--- src/rtl/core/lsuh_pkg.sv ---
// Shared types, codes and helper functions of the UA link setup block.
// Depends on nothing; used by every module of the block.
package lsuh_pkg;

  localparam int TIMER_BITS = 16;
  localparam logic [TIMER_BITS-1:0] TIMER_MAX = {TIMER_BITS{1'b1}};

  localparam int ADDR_BITS = 5;
  localparam int DATA_BITS = 32;

  localparam logic [2:0] REG_FLAG_BYTE     = 3'd0;
  localparam logic [2:0] REG_REPLY_ADDRESS = 3'd1;
  localparam logic [2:0] REG_UA_CONTROL    = 3'd2;
  localparam logic [2:0] REG_RETRY_LIMIT   = 3'd3;
  localparam logic [2:0] REG_TIMEOUT_TICKS = 3'd4;

  localparam logic [1:0] OP_START = 2'd0;
  localparam logic [1:0] OP_BYTE  = 2'd1;
  localparam logic [1:0] OP_TICK  = 2'd2;

  localparam logic [1:0] STATUS_IDLE = 2'd0;
  localparam logic [1:0] STATUS_WAIT = 2'd1;
  localparam logic [1:0] STATUS_CONN = 2'd2;
  localparam logic [1:0] STATUS_FAIL = 2'd3;

  localparam logic [7:0] COUNT_MAX = 8'hFF;

  typedef enum logic [5:0] {
    FS_START = 6'b000001,
    FS_FLAG  = 6'b000010,
    FS_ADDR  = 6'b000100,
    FS_CTRL  = 6'b001000,
    FS_BCC   = 6'b010000,
    FS_STOP  = 6'b100000
  } frame_state_t;

  typedef struct packed {
    logic [1:0] op;
    logic [7:0] rx_byte;
  } item_t;

  typedef struct packed {
    logic       send_set;
    logic [1:0] link_status;
    logic [7:0] retries_used;
  } result_t;

  typedef struct packed {
    logic [7:0]  flag_byte;
    logic [7:0]  reply_address;
    logic [7:0]  ua_control;
    logic [7:0]  retry_limit;
    logic [15:0] timeout_ticks;
  } cfg_t;

  function automatic logic [TIMER_BITS-1:0] timer_load(input logic [15:0] ticks);
    logic [32:0] wide;
    wide = 33'(ticks);
    if (wide > 33'(TIMER_MAX)) begin
      return TIMER_MAX;
    end
    return TIMER_BITS'(wide);
  endfunction

endpackage

--- src/rtl/core/lsuh_cfg_regs.sv ---
// Configuration register file of the UA link setup block, APB-style port.
// Depends on lsuh_pkg for the register indexes and the configuration struct.
module lsuh_cfg_regs (
  input  logic                           clk,
  input  logic                           rst,
  input  logic                           psel,
  input  logic                           penable,
  input  logic                           pwrite,
  input  logic [lsuh_pkg::ADDR_BITS-1:0] paddr,
  input  logic [lsuh_pkg::DATA_BITS-1:0] pwdata,
  output logic [lsuh_pkg::DATA_BITS-1:0] prdata,
  output logic                           pready,
  output lsuh_pkg::cfg_t                 cfg
);

  logic [2:0] index;
  logic       wr_en;

  assign index  = paddr[4:2];
  assign pready = 1'b1;
  assign wr_en  = psel && penable && pwrite && pready;

  always_ff @(posedge clk) begin
    if (rst) begin
      cfg.flag_byte     <= 8'd126;
      cfg.reply_address <= 8'd3;
      cfg.ua_control    <= 8'd7;
      cfg.retry_limit   <= 8'd3;
      cfg.timeout_ticks <= 16'd3;
    end else if (wr_en) begin
      unique case (index)
        lsuh_pkg::REG_FLAG_BYTE:     cfg.flag_byte     <= pwdata[7:0];
        lsuh_pkg::REG_REPLY_ADDRESS: cfg.reply_address <= pwdata[7:0];
        lsuh_pkg::REG_UA_CONTROL:    cfg.ua_control    <= pwdata[7:0];
        lsuh_pkg::REG_RETRY_LIMIT:   cfg.retry_limit   <= pwdata[7:0];
        lsuh_pkg::REG_TIMEOUT_TICKS: cfg.timeout_ticks <= pwdata[15:0];
        default: begin
        end
      endcase
    end
  end

  always_comb begin
    unique case (index)
      lsuh_pkg::REG_FLAG_BYTE:     prdata = 32'(cfg.flag_byte);
      lsuh_pkg::REG_REPLY_ADDRESS: prdata = 32'(cfg.reply_address);
      lsuh_pkg::REG_UA_CONTROL:    prdata = 32'(cfg.ua_control);
      lsuh_pkg::REG_RETRY_LIMIT:   prdata = 32'(cfg.retry_limit);
      lsuh_pkg::REG_TIMEOUT_TICKS: prdata = 32'(cfg.timeout_ticks);
      default:                     prdata = '0;
    endcase
  end

endmodule

--- src/rtl/core/lsuh_frame_rec.sv ---
// Next-state logic of the UA frame recogniser: flag, address, control, check, flag.
// Depends on lsuh_pkg for the frame state type and the configuration struct.
module lsuh_frame_rec (
  input  lsuh_pkg::frame_state_t state,
  input  logic [7:0]             rx_byte,
  input  lsuh_pkg::cfg_t         cfg,
  output lsuh_pkg::frame_state_t state_next
);

  logic [7:0] check_byte;
  logic       is_flag;

  assign check_byte = cfg.ua_control ^ cfg.reply_address;
  assign is_flag    = (rx_byte == cfg.flag_byte);

  always_comb begin
    unique case (state)
      lsuh_pkg::FS_START: begin
        state_next = is_flag ? lsuh_pkg::FS_FLAG : lsuh_pkg::FS_START;
      end
      lsuh_pkg::FS_FLAG: begin
        state_next = (rx_byte == cfg.reply_address) ? lsuh_pkg::FS_ADDR : lsuh_pkg::FS_START;
      end
      lsuh_pkg::FS_ADDR: begin
        if (is_flag) begin
          state_next = lsuh_pkg::FS_FLAG;
        end else if (rx_byte == cfg.ua_control) begin
          state_next = lsuh_pkg::FS_CTRL;
        end else begin
          state_next = lsuh_pkg::FS_START;
        end
      end
      lsuh_pkg::FS_CTRL: begin
        // The check byte is tested before the flag.
        if (rx_byte == check_byte) begin
          state_next = lsuh_pkg::FS_BCC;
        end else if (is_flag) begin
          state_next = lsuh_pkg::FS_FLAG;
        end else begin
          state_next = lsuh_pkg::FS_START;
        end
      end
      lsuh_pkg::FS_BCC: begin
        state_next = is_flag ? lsuh_pkg::FS_STOP : lsuh_pkg::FS_START;
      end
      lsuh_pkg::FS_STOP: begin
        state_next = lsuh_pkg::FS_STOP;
      end
      default: begin
        state_next = lsuh_pkg::FS_START;
      end
    endcase
  end

endmodule

--- src/rtl/core/lsuh_link_ctrl.sv ---
// Link state, wait timer, retry counter and result register of the UA link setup.
// Depends on lsuh_pkg and instantiates lsuh_frame_rec.
module lsuh_link_ctrl (
  input  logic              clk,
  input  logic              rst,
  input  logic              advance,
  input  lsuh_pkg::item_t   item,
  input  lsuh_pkg::cfg_t    cfg,
  input  logic              result_ready,
  output logic              result_valid,
  output lsuh_pkg::result_t result
);

  typedef enum logic [3:0] {
    PH_IDLE = 4'b0001,
    PH_WAIT = 4'b0010,
    PH_CONN = 4'b0100,
    PH_FAIL = 4'b1000
  } phase_t;

  lsuh_pkg::frame_state_t              frame_state;
  lsuh_pkg::frame_state_t              frame_state_next;
  lsuh_pkg::frame_state_t              rec_next;
  logic [lsuh_pkg::TIMER_BITS-1:0]     wait_timer;
  logic [lsuh_pkg::TIMER_BITS-1:0]     wait_timer_next;
  logic [7:0]                          retry_count;
  logic [7:0]                          retry_count_next;
  logic [7:0]                          count_inc;
  phase_t                              link_phase;
  phase_t                              link_phase_next;
  logic                                send;
  logic [1:0]                          status;

  lsuh_frame_rec u_frame_rec (
    .state      (frame_state),
    .rx_byte    (item.rx_byte),
    .cfg        (cfg),
    .state_next (rec_next)
  );

  assign count_inc = (retry_count == lsuh_pkg::COUNT_MAX) ? retry_count : retry_count + 8'd1;

  always_comb begin
    frame_state_next = frame_state;
    wait_timer_next  = wait_timer;
    retry_count_next = retry_count;
    link_phase_next  = link_phase;
    send             = 1'b0;
    case (item.op)
      lsuh_pkg::OP_START: begin
        send             = 1'b1;
        retry_count_next = '0;
        frame_state_next = lsuh_pkg::FS_START;
        wait_timer_next  = lsuh_pkg::timer_load(cfg.timeout_ticks);
        link_phase_next  = PH_WAIT;
      end
      lsuh_pkg::OP_BYTE: begin
        if (link_phase == PH_WAIT) begin
          frame_state_next = rec_next;
          if (rec_next == lsuh_pkg::FS_STOP) begin
            link_phase_next = PH_CONN;
            wait_timer_next = '0;
          end
        end
      end
      lsuh_pkg::OP_TICK: begin
        if (link_phase == PH_WAIT) begin
          if (wait_timer > lsuh_pkg::TIMER_BITS'(1)) begin
            wait_timer_next = wait_timer - lsuh_pkg::TIMER_BITS'(1);
          end else begin
            retry_count_next = count_inc;
            if (count_inc <= cfg.retry_limit) begin
              send            = 1'b1;
              wait_timer_next = lsuh_pkg::timer_load(cfg.timeout_ticks);
            end else begin
              wait_timer_next = '0;
              link_phase_next = PH_FAIL;
            end
          end
        end
      end
      default: begin
      end
    endcase
  end

  always_comb begin
    unique case (link_phase_next)
      PH_IDLE: status = lsuh_pkg::STATUS_IDLE;
      PH_WAIT: status = lsuh_pkg::STATUS_WAIT;
      PH_CONN: status = lsuh_pkg::STATUS_CONN;
      PH_FAIL: status = lsuh_pkg::STATUS_FAIL;
      default: status = lsuh_pkg::STATUS_IDLE;
    endcase
  end

  always_ff @(posedge clk) begin
    if (rst) begin
      frame_state  <= lsuh_pkg::FS_START;
      wait_timer   <= '0;
      retry_count  <= '0;
      link_phase   <= PH_IDLE;
      result_valid <= 1'b0;
    end else begin
      if (advance) begin
        frame_state  <= frame_state_next;
        wait_timer   <= wait_timer_next;
        retry_count  <= retry_count_next;
        link_phase   <= link_phase_next;
        result_valid <= 1'b1;
      end else if (result_ready) begin
        result_valid <= 1'b0;
      end
    end
  end

  always_ff @(posedge clk) begin
    if (advance) begin
      result.send_set     <= send;
      result.link_status  <= status;
      result.retries_used <= retry_count_next;
    end
  end

endmodule

--- src/rtl/core/link_setup_ua_handshake.sv ---
// UA link setup block: emitter side of an HDLC-like SET/UA handshake with retry.
// An item is captured in an input register, and its state update is written to the
// result register at the clock edge on which the held item advances, which waits
// while a result is offered and not taken; one transaction is accepted per cycle
// when the result side keeps up, as the link state registers update at each advance.
// Depends on lsuh_pkg; instantiates lsuh_cfg_regs and lsuh_link_ctrl.
module link_setup_ua_handshake (
  input  logic                           clk,
  input  logic                           rst,
  input  logic                           psel,
  input  logic                           penable,
  input  logic                           pwrite,
  input  logic [lsuh_pkg::ADDR_BITS-1:0] paddr,
  input  logic [lsuh_pkg::DATA_BITS-1:0] pwdata,
  output logic [lsuh_pkg::DATA_BITS-1:0] prdata,
  output logic                           pready,
  input  logic                           item_valid,
  output logic                           item_ready,
  input  lsuh_pkg::item_t                item,
  output logic                           result_valid,
  input  logic                           result_ready,
  output lsuh_pkg::result_t              result
);

  lsuh_pkg::cfg_t  cfg;
  lsuh_pkg::item_t held_item;
  logic            held_valid;
  logic            advance;

  lsuh_cfg_regs u_cfg_regs (
    .clk     (clk),
    .rst     (rst),
    .psel    (psel),
    .penable (penable),
    .pwrite  (pwrite),
    .paddr   (paddr),
    .pwdata  (pwdata),
    .prdata  (prdata),
    .pready  (pready),
    .cfg     (cfg)
  );

  assign advance    = held_valid && (!result_valid || result_ready);
  assign item_ready = !held_valid || advance;

  always_ff @(posedge clk) begin
    if (rst) begin
      held_valid <= 1'b0;
    end else if (item_ready) begin
      held_valid <= item_valid;
    end
  end

  always_ff @(posedge clk) begin
    if (item_ready && item_valid) begin
      held_item <= item;
    end
  end

  lsuh_link_ctrl u_link_ctrl (
    .clk          (clk),
    .rst          (rst),
    .advance      (advance),
    .item         (held_item),
    .cfg          (cfg),
    .result_ready (result_ready),
    .result_valid (result_valid),
    .result       (result)
  );

endmodule

--- config.mk ---
export PLATFORM = sky130hd
export DESIGN_NAME = link_setup_ua_handshake
export DESIGN_NICKNAME = d
export VERILOG_FILES = /design/src/rtl/core/lsuh_pkg.sv /design/src/rtl/core/lsuh_cfg_regs.sv /design/src/rtl/core/lsuh_frame_rec.sv /design/src/rtl/core/lsuh_link_ctrl.sv /design/src/rtl/core/link_setup_ua_handshake.sv
export SDC_FILE = /design/constraint.sdc
export NUM_CORES = 1
export LEC_CHECK = 0
export BUFFER_PORTS_ARGS = -buffer_cell sky130_fd_sc_hd__buf_2
export CAP_MARGIN = 20
export CORE_ASPECT_RATIO = 0.9
export CORE_MARGIN = 4
export CORE_UTILIZATION = 35
export DETAILED_ROUTE_END_ITERATION = 7
export SLEW_MARGIN = 25
export SYNTH_ARGS = -nofsm -noshare
export SYNTH_HDL_FRONTEND = slang
export SYNTH_SLANG_ARGS = --single-unit
--- constraint.sdc ---
create_clock -name clk -period 4.1 [get_ports clk]
set_input_delay 0 -clock clk [delete_from_list [all_inputs] [get_ports clk]]
set_output_delay 0 -clock clk [all_outputs]
set_load 0.1 [all_outputs]
* After elaboration in Yosys (flattened, before gate mapping) *
Index checks and enable logic that the tools add are counted.

cells by class
  $add $sub $neg = 2
  multiply operators = 0
  divide/modulo/power cells = 0
  $lt $le $gt $ge = 2
  equality and inequality tests = 25
  shifts and indexed selects = 0
  mux-type cells = 33
  bitwise logic cells = 1
  reductions and logical operators = 20

operators with widths
  kind                                                            count
  two-way mux 16 bit                                              5
  one-hot mux 16 bit (5 select lines)                             1
  one-hot mux 16 bit (3 select lines)                             1
  one-hot mux 6 bit (6 select lines)                              1
  == test 8 bit                                                   4
  two-way mux 4 bit                                               7
  two-way mux 8 bit                                               3
  greater-than comparator 16 x 1 -> 1 bit, second input constant  1
  one-hot mux 8 bit (2 select lines)                              1
  subtractor 16 x 1 -> 16 bit, second input constant              1
  == test 6 bit, second input constant                            2
  two-way mux 6 bit                                               2
  one-hot mux 4 bit (3 select lines)                              1
  one-hot mux 6 bit (2 select lines)                              1
  AND reduction 2 bit                                             5
  adder 8 x 1 -> 8 bit, second input constant                     1
  == test 4 x 2 -> 1 bit, second input constant                   2
  == test 8 bit, second input constant                            1
  <= comparator 8 bit                                             1
  bitwise XOR 8 bit                                               1
  == test 3 x 2 -> 1 bit, second input constant                   2
  == test 6 x 1 -> 1 bit, second input constant                   1
  == test 6 x 2 -> 1 bit, second input constant                   1
  == test 6 x 3 -> 1 bit, second input constant                   1
  other kinds (24)                                                36

storage, ports and cells
  flip-flop bits (word level) = 105
  bits in latches = 0
  RAM bits = 0
  bits in read-only memories = 0
  memories = 0

* Logic depth before layout (Yosys ltp) *
  depth after elaboration = 10
  depth in mapped cells = 15

* By module *
From an unflattened synthesis, not the netlist that was laid out.

unflattened totals
  cell total of the unflattened synthesis = 729
  area total of the unflattened synthesis = 6581.3 µm²

by module, submodules not included
  module                   times used  cells an instance  area each (µm²)  seq. area each (µm²)
  lsuh_link_ctrl           1           354                3002.9           1031.0
  lsuh_cfg_regs            1           273                2501.1           960.9
  lsuh_frame_rec           1           85                 704.4            0.0
  link_setup_ua_handshake  1           17                 372.9            320.3

* Worst setup path before layout *
No wires, ideal clock.

  kind = reg2reg
  from = reg u_link_ctrl.retry_count[0]
  to = reg u_link_ctrl.wait_timer[10] in the netlist's numbering
  arrival = 3.112 ns
  required time = 3.962 ns
  slack = 0.850 ns
  stages on the path, launching flop included = 14
  period minus slack after synthesis = 3.250 ns
  cells stage by stage = dfxtp_1 ha_1 nand3_1 nor2_1 mux2_2 ha_1 nor2b_1 o211ai_1 a21o_1 a21o_1 a41o_1 buf_4 a221oi_2 nor3_2

between the ends
  word-level cells in the longest chain between the ends = 7
  elaborated cells on any way between the ends = 8

ends and longest elaborated chain
  what                                                          RTL line               RTL
  start: declaration                                            lsuh_link_ctrl.sv:26   logic [7:0] retry_count;
  start signal: assignment                                      lsuh_link_ctrl.sv:108  retry_count <= retry_count_next;
  adder 8 x 1 -> 8 bit / == test 8 bit (equally long branches)  lsuh_link_ctrl.sv:41   assign count_inc = (retry_count == lsuh_pkg::COUNT_MAX) ? retry_count : retry_count + 8'd1;
  two-way mux 8 bit *                                           lsuh_link_ctrl.sv:41
  <= comparator 8 bit *                                         lsuh_link_ctrl.sv:72   if (count_inc <= cfg.retry_limit) begin
  two-way mux 16 bit *                                          lsuh_link_ctrl.sv:72
  two-way mux 16 bit *                                          lsuh_link_ctrl.sv:68   if (wait_timer > lsuh_pkg::TIMER_BITS'(1)) begin
  two-way mux 16 bit *                                          lsuh_link_ctrl.sv:67   if (link_phase == PH_WAIT) begin
  one-hot mux 16 bit (3 select lines) *                         lsuh_link_ctrl.sv:49   case (item.op)
  end signal: assignment                                        lsuh_link_ctrl.sv:107  wait_timer <= wait_timer_next;
  end: declaration                                              lsuh_link_ctrl.sv:24   logic [lsuh_pkg::TIMER_BITS-1:0] wait_timer;

Mark *: on every way between the ends. The rest lies on a longest branch, timed or not. The select of a mux whose other input is x is not followed.
A chain may end at the register's enable or synchronous reset.

* Worst setup path in the final report *
  from = reg u_link_ctrl.retry_count[0]
  to = reg u_link_ctrl.wait_timer[0] in the netlist's numbering

The elaborated chain is that of the path after synthesis.

==> flow_metrics.py <==
metrics = {
    "critical_path": {
        "crit_end": "u_link_ctrl.wait_timer[0]$_SDFFE_PP0P_",
        "r2r_cells": 16,
        "crit_start": "u_link_ctrl.retry_count[0]$_SDFFE_PP0P_",
        "reg2reg_slack_ps": 650,
        "timing.rr.end": "u_link_ctrl.wait_timer[0]$_SDFFE_PP0P_",
        "worst_ep_required_time_ps": 4370,
        "worstSetupStartpointType": "flip-flop",
        "critical_path_peak_fanout": 16,
        "slowest_delay_ps": 370,
        "path_class": "flip-flop to flip-flop",
        "r2r_start": "u_link_ctrl.retry_count[0]$_SDFFE_PP0P_",
        "crit_chain": "ha_1 > nand3_1 > nor2_1 > buf_4 > or2_2 > nor2_1 > xor2_1 > ha_1 > nand3_1 > nand2_1 > a21oi_1 > a21o_1 > a41o_1 > buf_4 > a221oi_1 > a211oi_1",
        "worstPathArrival_ps": 3720,
        "crit_path_top_delay_cell": "dfxtp_1",
        "endpoint_kind": "flip-flop",
    },
    "power": {
        "total_power_mw": 2.440,
        "power_density_mw_per_mm2": 343.8,
        "power.leakage_nw": 2.745,
        "vdd_ir_drop_max_mv": 0.1932,
    },
    "die": {
        "dieArea_mm2": 0.01953,
        "initial_utilization": 0.3584,
        "row_count": 45,
        "die-width_um": 146.9,
        "ios": 100,
        "die_y_um": 133.0,
        "core_area_mm2": 0.01695,
    },
    "placement": {
        "gp_congestion": 0.8630,
        "io_buffers": 64,
        "dp_cells": 962,
        "post-dp-hpwl_um": 10980,
    },
    "sta": {
        "final.period_utilization": 0.8407,
        "post-route-min-period_ps": 3447,
        "relSlewSlack": 0.3667,
        "worstMarginPinSlew_ps": 946.5,
        "report.final.slew_viol_count": 0,
        "finalSetupViolCount": 0,
        "fin_tns_setup_ps": 0,
        "rsz0062_at_grt": "false",
        "fin_skew_ps": 8.667,
        "finalHoldViolations": 0,
        "fmax_mhz": 290.1,
    },
    "detailed_routing": {
        "drt.antenna.violating_nets": 0,
        "wl_per_cell_um": 15.37,
        "firstDrtPassIters": 5,
        "num_vias": 5076,
        "vias_per_cell": 5.041,
        "drcViolationCount": 0,
        "wl_um": 15480,
        "drt_iter0_drc": 344,
    },
    "global_routing": {
        "track_usage": 0.1575,
        "grt_remaining_overflow": 0,
        "grt_pass1_wl_um": 25160,
        "grt_pass1_vias": 4780,
        "grt_antenna_before_repair": 0,
        "grt_max_degree": 50,
    },
    "final_layout": {
        "final_nets": 836,
        "syn_to_final_growth_pct": 16.83,
        "drive_above_1_share": 0.1580,
        "final_util": 0.4188,
        "final_cells": 1007,
        "diodes": 0,
    },
    "clock_network": {
        "numClockSinks": 105,
        "clock-root-buffer": "clkbuf_16",
        "clock_latency_ps": 360,
        "clk_pin_slew_worst_paths_ps": 70,
        "ctsLongestPathBuffers": 2,
        "cts.htree.levels": 3,
        "cts_made_buffers": 9,
        "cts_tree": "built",
    },
    "hold_path": {
        "hold_class": "primary input to flip-flop",
    },
    "synth": {
        "synth_common_cells": "95 x nor2_1, 84 x dfxtp_1, 68 x nand2_1",
        "synthTopCellsByArea": "dfxtp_1 28%, edfxtp_1 10%, nor2_1 5.9%",
        "synthFlopType": "dfxtp_1",
        "synth_edf_count": 21,
        "synth_cells": 694,
        "yosysTopAreaCell": "dfxtp_1",
        "ys_ff_latch": 105,
        "async_flop_share": 0,
        "synth_warnings": 0,
        "synth_area_mm2": 0.006075,
        "avgSynthCellArea_um2": 8.753,
        "ys_seq_area_frac": 0.3806,
        "synthDistinctLibCells": 61,
        "post-synth-top-count-cell": "nor2_1",
        "yosysTopAreaCellShare": 0.2768,
    },
    "status": {
        "status": "finished clean",
    },
    "flow_run": {
        "drv_cap": 0,
    },
}
[cells in the final DEF (no fill, tap or decap), types with 15 or more instances in the layout]
cell type / instances
nor2_1: 95
dfxtp_1: 84
nand2_1: 68
buf_2: 63
a21oi_1: 39
mux2i_1: 35
dlygate4sd3_1: 29
xnor2_1: 26
edfxtp_1: 21
xor2_1: 19
inv_1: 18
conb_1: 17
nor2b_1: 16
nor3_1: 16
ha_1: 15
[layout make-up]
type | count | area [um2]
tap | 235 | 294.0
inverter | 20 | 75.07
clock buffer | 10 | 229.0
multi-input combinational | 531 | 3478
sequential | 105 | 2312
timing repair buffer | 100 | 665.6
fill | 1718 | 9851
clock inverter | 6 | 42.54
[worst min-delay path by stage]
stage          startpoint                                      to  slack (ps)  depth (start not counted)
6_report              rst   u_link_ctrl.result_valid$_SDFFE_PP0P_         140                          2
5_1_grt               rst  u_link_ctrl.link_phase[2]$_SDFFE_PP0P_         170                          2
4_1_cts           penable          u_cfg_regs.cfg[3]$_SDFFE_PP0P_         240                          5
3_5_place_dp      item[2]                  held_item[2]$_DFFE_PP_         180                          1
2_1_floorplan     item[0]                  held_item[0]$_DFFE_PP_         100                          0
3_3_place_gp      item[2]                  held_item[2]$_DFFE_PP_         180                          1
[state kept, by name (all words and copies together) (netlist names)]
signal                    flops
u_link_ctrl.wait_timer       16
u_link_ctrl.frame_state       6
u_link_ctrl.result_valid      1
u_link_ctrl.retry_count       8
u_link_ctrl.result           11
u_link_ctrl.link_phase        4
held_valid                    1
held_item                    10
u_cfg_regs.cfg               48
[cells by family (layout without fill, tap and decap cells)]
kind of cell    after synthesis  in the layout  synth area share
buf+inv                      73            136           0.05891
simple gates                286            286            0.2447
flops                       105            105            0.3806
xor+xnor                     45             45           0.06488
mux                          37             37           0.06138
fa+ha+maj                    15             15           0.03090
other cells                   2             17          0.001236
compound gates              131            131            0.1574
[per-layer routing]
layer / share of wire / global-route usage
met4: 0.014 / 0.04754
met2: 0.44 / 0.2378
met5: 0 / 0
met1: 0.50 / 0.2335
met3: 0.044 / 0.02055
[critical path: cells and delay by family (launching register included)]
kind | cells | cell delay, ps
flip-flops | 1 | 370
XOR/XNOR | 1 | 210
AO/OA/AOI/OAI | 5 | 1040
adder cells (fa/ha/maj) | 2 | 560
buffers and inverters | 2 | 400
AND/OR/NAND/NOR | 6 | 770
[per-stage QoR]
stage	setup slack, ps	hold slack, ps	instance area (um2)
2_1_floorplan	849.7	98.87	6131
5_1_grt	372.7	168.0	7097
6_report	653.2	143.1	7097
3_5_place_dp	669.9	178.8	6526
4_1_cts	649.0	239.7	7088
3_3_place_gp	730.5	176.7	6526
[what timing repair did]
item                                    in CTS  in global routing
hold endpoints to repair                    46                  0
gates resized for setup                      0                  0
buffers inserted                             0                  0
hold buffers                                29                  0
endpoints found under the setup margin       0                  0
[where the power goes]
| part | internal (mW) | leakage, nW | total, mW | switching, mW |
|---|---|---|---|---|
| Sequential | 1.08 | 0.883 | 1.12 | 0.0334 |
| Combinational | 0.153 | 1.73 | 0.504 | 0.351 |
| Clock | 0.416 | 0.134 | 0.818 | 0.402 |
No activity file was read; power rests on OpenSTA's default activity.
